$ cat src/rtl/core/tbli_pkg.sv
`default_nettype none

package tbli_pkg;

  // Opcodes
  localparam logic [1:0] OP_WRITE  = 2'd0;
  localparam logic [1:0] OP_INTERP = 2'd1;
  localparam logic [1:0] OP_RUN    = 2'd2;
  localparam logic [1:0] OP_NONE   = 2'd3;

  // Result status codes
  localparam logic [1:0] ST_OK    = 2'd0;
  localparam logic [1:0] ST_ZSPAN = 2'd1;
  localparam logic [1:0] ST_EMPTY = 2'd2;
  localparam logic [1:0] ST_SAT   = 2'd3;

  // Column codes
  localparam logic [1:0] COL_A = 2'd0;
  localparam logic [1:0] COL_B = 2'd1;
  localparam logic [1:0] COL_C = 2'd2;

  localparam int RowBits  = 96;
  localparam int DivSteps = 35;   // quotient bits below the overflow limit

  typedef struct packed {
    logic        [1:0]  opcode;
    logic        [1:0]  table_sel;
    logic        [5:0]  row_index;
    logic               last_row;
    logic signed [31:0] col_a;
    logic signed [31:0] col_b;
    logic signed [31:0] col_c;
    logic signed [31:0] query_key;
    logic        [1:0]  search_col;
    logic        [1:0]  result_col;
  } req_t;

  typedef struct packed {
    logic signed [31:0] result_value;
    logic        [1:0]  status;
    logic        [5:0]  bracket_row;
  } res_t;

  // Read address source
  typedef enum logic [1:0] {
    RD_MID,
    RD_A,
    RD_B,
    RD_RUN
  } rd_src_e;

  // Result selection at emit
  typedef enum logic [2:0] {
    RES_WRITE,
    RES_NOP,
    RES_EMPTY,
    RES_RUN,
    RES_ZERO,
    RES_INTERP
  } res_sel_e;

  // Controller to datapath commands
  typedef struct packed {
    logic     load;
    logic     wr;
    logic     rd;
    rd_src_e  rd_src;
    logic     bis_upd;
    logic     cap_a;
    logic     cap_b;
    logic     run_init;
    logic     run_upd;
    logic     sub;
    logic     mul;
    logic     div_init;
    logic     div_step;
    logic     emit;
    res_sel_e res_sel;
  } cmd_t;

  // Datapath to controller status
  typedef struct packed {
    logic [1:0] op;
    logic       empty;
    logic       bis_done;
    logic       run_done;
    logic       span_zero;
    logic       div_ovf;
    logic       div_last;
  } sts_t;

  // Column 3 acts as column 2
  function automatic logic signed [31:0] col_pick(input logic [RowBits-1:0] row,
                                                  input logic [1:0] sel);
    logic signed [31:0] v;
    begin
      case (sel)
        COL_A:   v = row[31:0];
        COL_B:   v = row[63:32];
        default: v = row[95:64];
      endcase
      return v;
    end
  endfunction

  // Magnitude of a 33-bit signed value
  function automatic logic [32:0] mag33(input logic signed [32:0] v);
    begin
      return v[32] ? 33'(-v) : 33'(v);
    end
  endfunction

endpackage

`default_nettype wire

$ cat src/rtl/core/tbli_ctrl.sv
`default_nettype none

module tbli_ctrl (
  input  wire logic          clk_i,
  input  wire logic          rst_ni,
  input  wire logic          start_i,
  output logic               busy_o,
  input  wire tbli_pkg::sts_t sts_i,
  output tbli_pkg::cmd_t     cmd_o
);

  typedef enum logic [3:0] {
    S_IDLE,
    S_DECODE,
    S_BIS_CHK,
    S_BIS_USE,
    S_A_USE,
    S_B_USE,
    S_SUB,
    S_MUL,
    S_DINIT,
    S_DIV,
    S_FIN,
    S_RUN_INIT,
    S_RUN_CHK,
    S_RUN_USE
  } state_e;

  state_e state_q, state_d;

  // Next state and commands
  always_comb begin
    state_d = state_q;
    cmd_o   = '0;
    cmd_o.rd_src  = tbli_pkg::RD_A;
    cmd_o.res_sel = tbli_pkg::RES_NOP;
    case (state_q)
      S_IDLE: begin
        if (start_i) begin
          cmd_o.load = 1'b1;
          state_d    = S_DECODE;
        end
      end
      S_DECODE: begin
        if (sts_i.op == tbli_pkg::OP_WRITE) begin
          cmd_o.wr      = 1'b1;
          cmd_o.emit    = 1'b1;
          cmd_o.res_sel = tbli_pkg::RES_WRITE;
          state_d       = S_IDLE;
        end else if (sts_i.op == tbli_pkg::OP_NONE) begin
          cmd_o.emit    = 1'b1;
          cmd_o.res_sel = tbli_pkg::RES_NOP;
          state_d       = S_IDLE;
        end else if (sts_i.empty) begin
          cmd_o.emit    = 1'b1;
          cmd_o.res_sel = tbli_pkg::RES_EMPTY;
          state_d       = S_IDLE;
        end else if (sts_i.op == tbli_pkg::OP_RUN) begin
          // b holds the last row here
          cmd_o.rd     = 1'b1;
          cmd_o.rd_src = tbli_pkg::RD_B;
          state_d      = S_RUN_INIT;
        end else begin
          state_d = S_BIS_CHK;
        end
      end
      S_BIS_CHK: begin
        cmd_o.rd = 1'b1;
        if (sts_i.bis_done) begin
          cmd_o.rd_src = tbli_pkg::RD_A;
          state_d      = S_A_USE;
        end else begin
          cmd_o.rd_src = tbli_pkg::RD_MID;
          state_d      = S_BIS_USE;
        end
      end
      S_BIS_USE: begin
        cmd_o.bis_upd = 1'b1;
        state_d       = S_BIS_CHK;
      end
      S_A_USE: begin
        cmd_o.cap_a  = 1'b1;
        cmd_o.rd     = 1'b1;
        cmd_o.rd_src = tbli_pkg::RD_B;
        state_d      = S_B_USE;
      end
      S_B_USE: begin
        cmd_o.cap_b = 1'b1;
        state_d     = S_SUB;
      end
      S_SUB: begin
        cmd_o.sub = 1'b1;
        state_d   = S_MUL;
      end
      S_MUL: begin
        cmd_o.mul = 1'b1;
        state_d   = S_DINIT;
      end
      S_DINIT: begin
        if (sts_i.span_zero) begin
          cmd_o.emit    = 1'b1;
          cmd_o.res_sel = tbli_pkg::RES_ZERO;
          state_d       = S_IDLE;
        end else begin
          cmd_o.div_init = 1'b1;
          state_d        = S_DIV;
        end
      end
      S_DIV: begin
        if (sts_i.div_ovf) begin
          state_d = S_FIN;
        end else begin
          cmd_o.div_step = 1'b1;
          if (sts_i.div_last) begin
            state_d = S_FIN;
          end
        end
      end
      S_FIN: begin
        cmd_o.emit    = 1'b1;
        cmd_o.res_sel = tbli_pkg::RES_INTERP;
        state_d       = S_IDLE;
      end
      S_RUN_INIT: begin
        cmd_o.run_init = 1'b1;
        state_d        = S_RUN_CHK;
      end
      S_RUN_CHK: begin
        if (sts_i.run_done) begin
          cmd_o.emit    = 1'b1;
          cmd_o.res_sel = tbli_pkg::RES_RUN;
          state_d       = S_IDLE;
        end else begin
          cmd_o.rd     = 1'b1;
          cmd_o.rd_src = tbli_pkg::RD_RUN;
          state_d      = S_RUN_USE;
        end
      end
      S_RUN_USE: begin
        cmd_o.run_upd = 1'b1;
        state_d       = S_RUN_CHK;
      end
      default: begin
        state_d = S_IDLE;
      end
    endcase
  end

  // State register
  always_ff @(posedge clk_i or negedge rst_ni) begin
    if (!rst_ni) begin
      state_q <= S_IDLE;
    end else begin
      state_q <= state_d;
    end
  end

  assign busy_o = (state_q != S_IDLE);

  // An accepted request always leaves idle
  a_start_busy: assert property (@(posedge clk_i) disable iff (!rst_ni)
    (start_i && !busy_o) |=> busy_o)
    else $error("accepted request did not make the block busy");

  // Every emit returns the controller to idle
  a_emit_idle: assert property (@(posedge clk_i) disable iff (!rst_ni)
    cmd_o.emit |=> !busy_o)
    else $error("controller stayed busy after emit");

endmodule

`default_nettype wire

$ cat config.mk
export PLATFORM = sky130hd
export DESIGN_NAME = tbli_ctrl
export DESIGN_NICKNAME = d
export VERILOG_FILES = /design/src/rtl/core/tbli_pkg.sv /design/src/rtl/core/tbli_ctrl.sv
export SDC_FILE = /design/constraint.sdc
export NUM_CORES = 1
export LEC_CHECK = 0
export ABC_AREA = 1
export BUFFER_PORTS_ARGS = -buffer_cell sky130_fd_sc_hd__buf_2
export CAP_MARGIN = 20
export CORE_AREA = 2 2 39 41
export CTS_BUF_LIST = sky130_fd_sc_hd__clkbuf_8
export DETAILED_ROUTE_END_ITERATION = 6
export DIE_AREA = 0 0 41 43
export PLACE_DENSITY_LB_ADDON = 0.3
export SETUP_SLACK_MARGIN = 0.15
export SYNTH_ARGS = -nofsm -noshare
export SYNTH_HDL_FRONTEND = slang
export SYNTH_SLANG_ARGS = --single-unit
$ cat constraint.sdc
create_clock -name clk_i -period 3.2 [get_ports clk_i]
set_clock_uncertainty 0.1 [all_clocks]
set_input_delay 0.32 -clock clk_i [delete_from_list [all_inputs] [get_ports clk_i]]
set_output_delay 0.32 -clock clk_i [all_outputs]
set_load 0.03 [all_outputs]
==> metrics.yaml <==
status:
  outcome: "complete, no violations"
setup_path:
  worstPathArrival_ps: 1620
  cp-start-kind: "register"
  crit_end: "cmd_o[1]"
  worstSetupStartpoint: "state_q[0]$_DFFE_PN0P_"
  end_kind: "output port"
  rr_startpoint: "state_q[3]$_DFFE_PN0P_"
  reg2reg_depth: 6
  r2r_setup_slack_ps: 1800
  critPathMaxFanout: 6
  r2r_end: "state_q[0]$_DFFE_PN0P_"
  crit_type: "register to output port"
  cp.required_ps: 2780
floorplanning:
  pin_count: 30
  fp.dieArea_sq_mm: 0.001763
  die_w_um: 41
  die_h_um: 43
  start_util_pct: 38.52
  fp.coreArea_sq_mm: 0.001384
  rows: 14
clock_network:
  clk_pin_slew_ps: 30
  cts_sinks: 4
  hold_buffers: 1
  cts_made_buffers: 3
  htree_num_levels: 1
  tritoncts: "done"
  post_cts_buffers: 0
  clock_latency_ps: 220
  clockRootBuffer: "clkbuf_8"
  clock_path_buffers: 2
  post_cts_resized: 0
synthesis:
  yosys.cell_types.count: 16
  ys_seq_area_share_pct: 18.78
  synth_top_area_cell: "nand2_1"
  ys_seq_elements: 4
  synth_area_sq_um: 533.0
  synthArstFlopShare_pct: 100.0
  synth_edf_count: 0
  synthDominantCellAreaShare_pct: 21.13
  yosysMostFrequentCell: "nand2_1"
  synth_warnings: 0
  postSynthNetCount: 116
  syn_inst: 105
  synthTopCellsByArea: "nand2_1 (21%), dfrtp_1 (19%), nor2_1 (15%), inv_1 (14%), nand3_1 (6.6%)"
  synth_top_cells_by_count: "nand2_1 (30), nor2_1 (22), inv_1 (20)"
  synth_ff_type: "dfrtp_1"
  synth.avg_cell_area_sq_um: 5.076
pwr:
  swShare_pct: 58.23
  fin_total_pwr_uw: 710.2
  p_comb_share_pct: 71.2
  irDropWorstVdd_uv: 543.3
  p_per_area_mw_per_mm2: 947.6
  p_sw_uw: 413.6
  p_int_uw: 296.6
  p_seq_share_pct: 14.0
  p_clk_share_pct: 14.8
  p_leak_nw: 0.5239
timing:
  fin_setup_tns_ps: 0
  setup_viol: 0
  max_slew.worst_pin.slew_ps: 308.7
  finalHoldViolations: 0
  period_needed_ps: 2043
  final_max_slew_viol_count: 0
  relSlewSlack_pct: 79.34
  period_share_pct: 63.85
  fmax_mhz: 489.4
  grt_setup_unrepaired: "no"
route:
  finalWirelength_um: 1501
  viasPerCell: 4.734
  dr.pass1.iters: 5
  drtIter0Drc: 19
  drc: 0
  ant_nets: 0
  wl_per_cell_um: 9.747
  vias: 729
layout:
  fin_area_sq_um: 749.5
  largest_register: "state_q"
  area_growth_pct: 40.61
  largestRegisters: "state_q: 4 flops"
  largest_reg_flops: 4
  drive_gt1_share_pct: 29.71
  final_nets: 151
  diodes: 0
grt:
  grt_pass1_wl_um: 2504
  antenna_found_initial: 0
  grt_pass1_vias: 620
  grt_max_degree: 7
  grt_usage_pct: 20.64
  grt-ovfl-total: 0
flow_run:
  max_cap_viol_count: 0
placement:
  dp_hpwl_um: 1226
  placed_cell_area_sq_um: 698.2
  place_congestion: 0.8847
  io_buffers: 29
hold_path:
  hp-class: "input port to register"
-- cell usage in the layout, fill, tap and decap left out --
master,netlist,routed
nand2_1,30,30
buf_2,0,29
nor2_1,22,22
inv_1,20,20
nand3_1,7,7
nor2_2,5,5
dfrtp_1,4,4
a21oi_1,3,3
clkbuf_8,0,3
inv_2,2,2
nand2_2,2,2
nand4_1,2,2
nand3b_1,2,2
nor3_1,2,2
o21ai_0,1,1
a31oi_1,1,1
o31ai_1,1,1
o21ai_1,1,1
dlygate4sd3_1,0,1
-- through the flow --
stage / hold slack, ps / std cells / setup WS [ps] / util (%)
after floorplan: -75.59 / 105 / 1294 / -
final: 274.1 / 154 / 1157 / 54.16
after global routing: 300.0 / 154 / 999.1 / 54.16
after global placement: 22.78 / 150 / 1480 / 50.45
after detailed placement: 28.52 / 150 / 1388 / 50.45
after CTS: 278.5 / 154 / 1159 / 54.16
-- metal layers --
metal	GRT usage, %	part of all wire (%)
met5	0	0
met4	6.667	0.93
met3	3.141	8.2
met2	30.94	46
met1	29.22	45
-- worst min path at each step --
stage | start | endpoint | cells past startpoint
2_1_floorplan | rst_ni | state_q[0]$_DFFE_PN0P_ | 0
3_3_place_gp | rst_ni | state_q[3]$_DFFE_PN0P_ | 1
3_5_place_dp | rst_ni | state_q[0]$_DFFE_PN0P_ | 1
4_1_cts | sts_i[0] | state_q[0]$_DFFE_PN0P_ | 4
5_1_grt | sts_i[0] | state_q[0]$_DFFE_PN0P_ | 4
6_report | sts_i[0] | state_q[0]$_DFFE_PN0P_ | 4
-- critical path: stages, from the launching register on --
cell and delay, ps:
dfrtp_1 440, nor2_2 250, inv_1 110, nor2_1 200
nand2_1 110, o31ai_1 70, buf_2 230
-- power groups by stage --
stage                     clock network (mW)  registers (mW)  logic (mW)
after CTS                              0.106          0.0992       0.506
after global routing                   0.114           0.102       0.557
after global placement                     0          0.0965       0.502
after detailed placement                   0          0.0999       0.502
final                                  0.105          0.0995       0.505
after floorplan                            0          0.0944       0.383
-- cell type report --
type | instances | area (sq um)
clock buffers | 3 | 41.29
fillers | 144 | 634.4
inverters | 22 | 82.58
multi-input cells | 79 | 350.3
flip-flops and latches | 4 | 100.1
well taps | 16 | 20.02
repair buffers | 30 | 155.1
-- cell families after synthesis --
group | after synthesis | share of synthesized area, %
AO/OA/AOI/OAI | 7 | 7.276
buffers and inverters | 22 | 15.49
flip-flops | 4 | 18.78
AND/OR/NAND/NOR | 72 | 58.45
(Power assumes the default switching activity.)
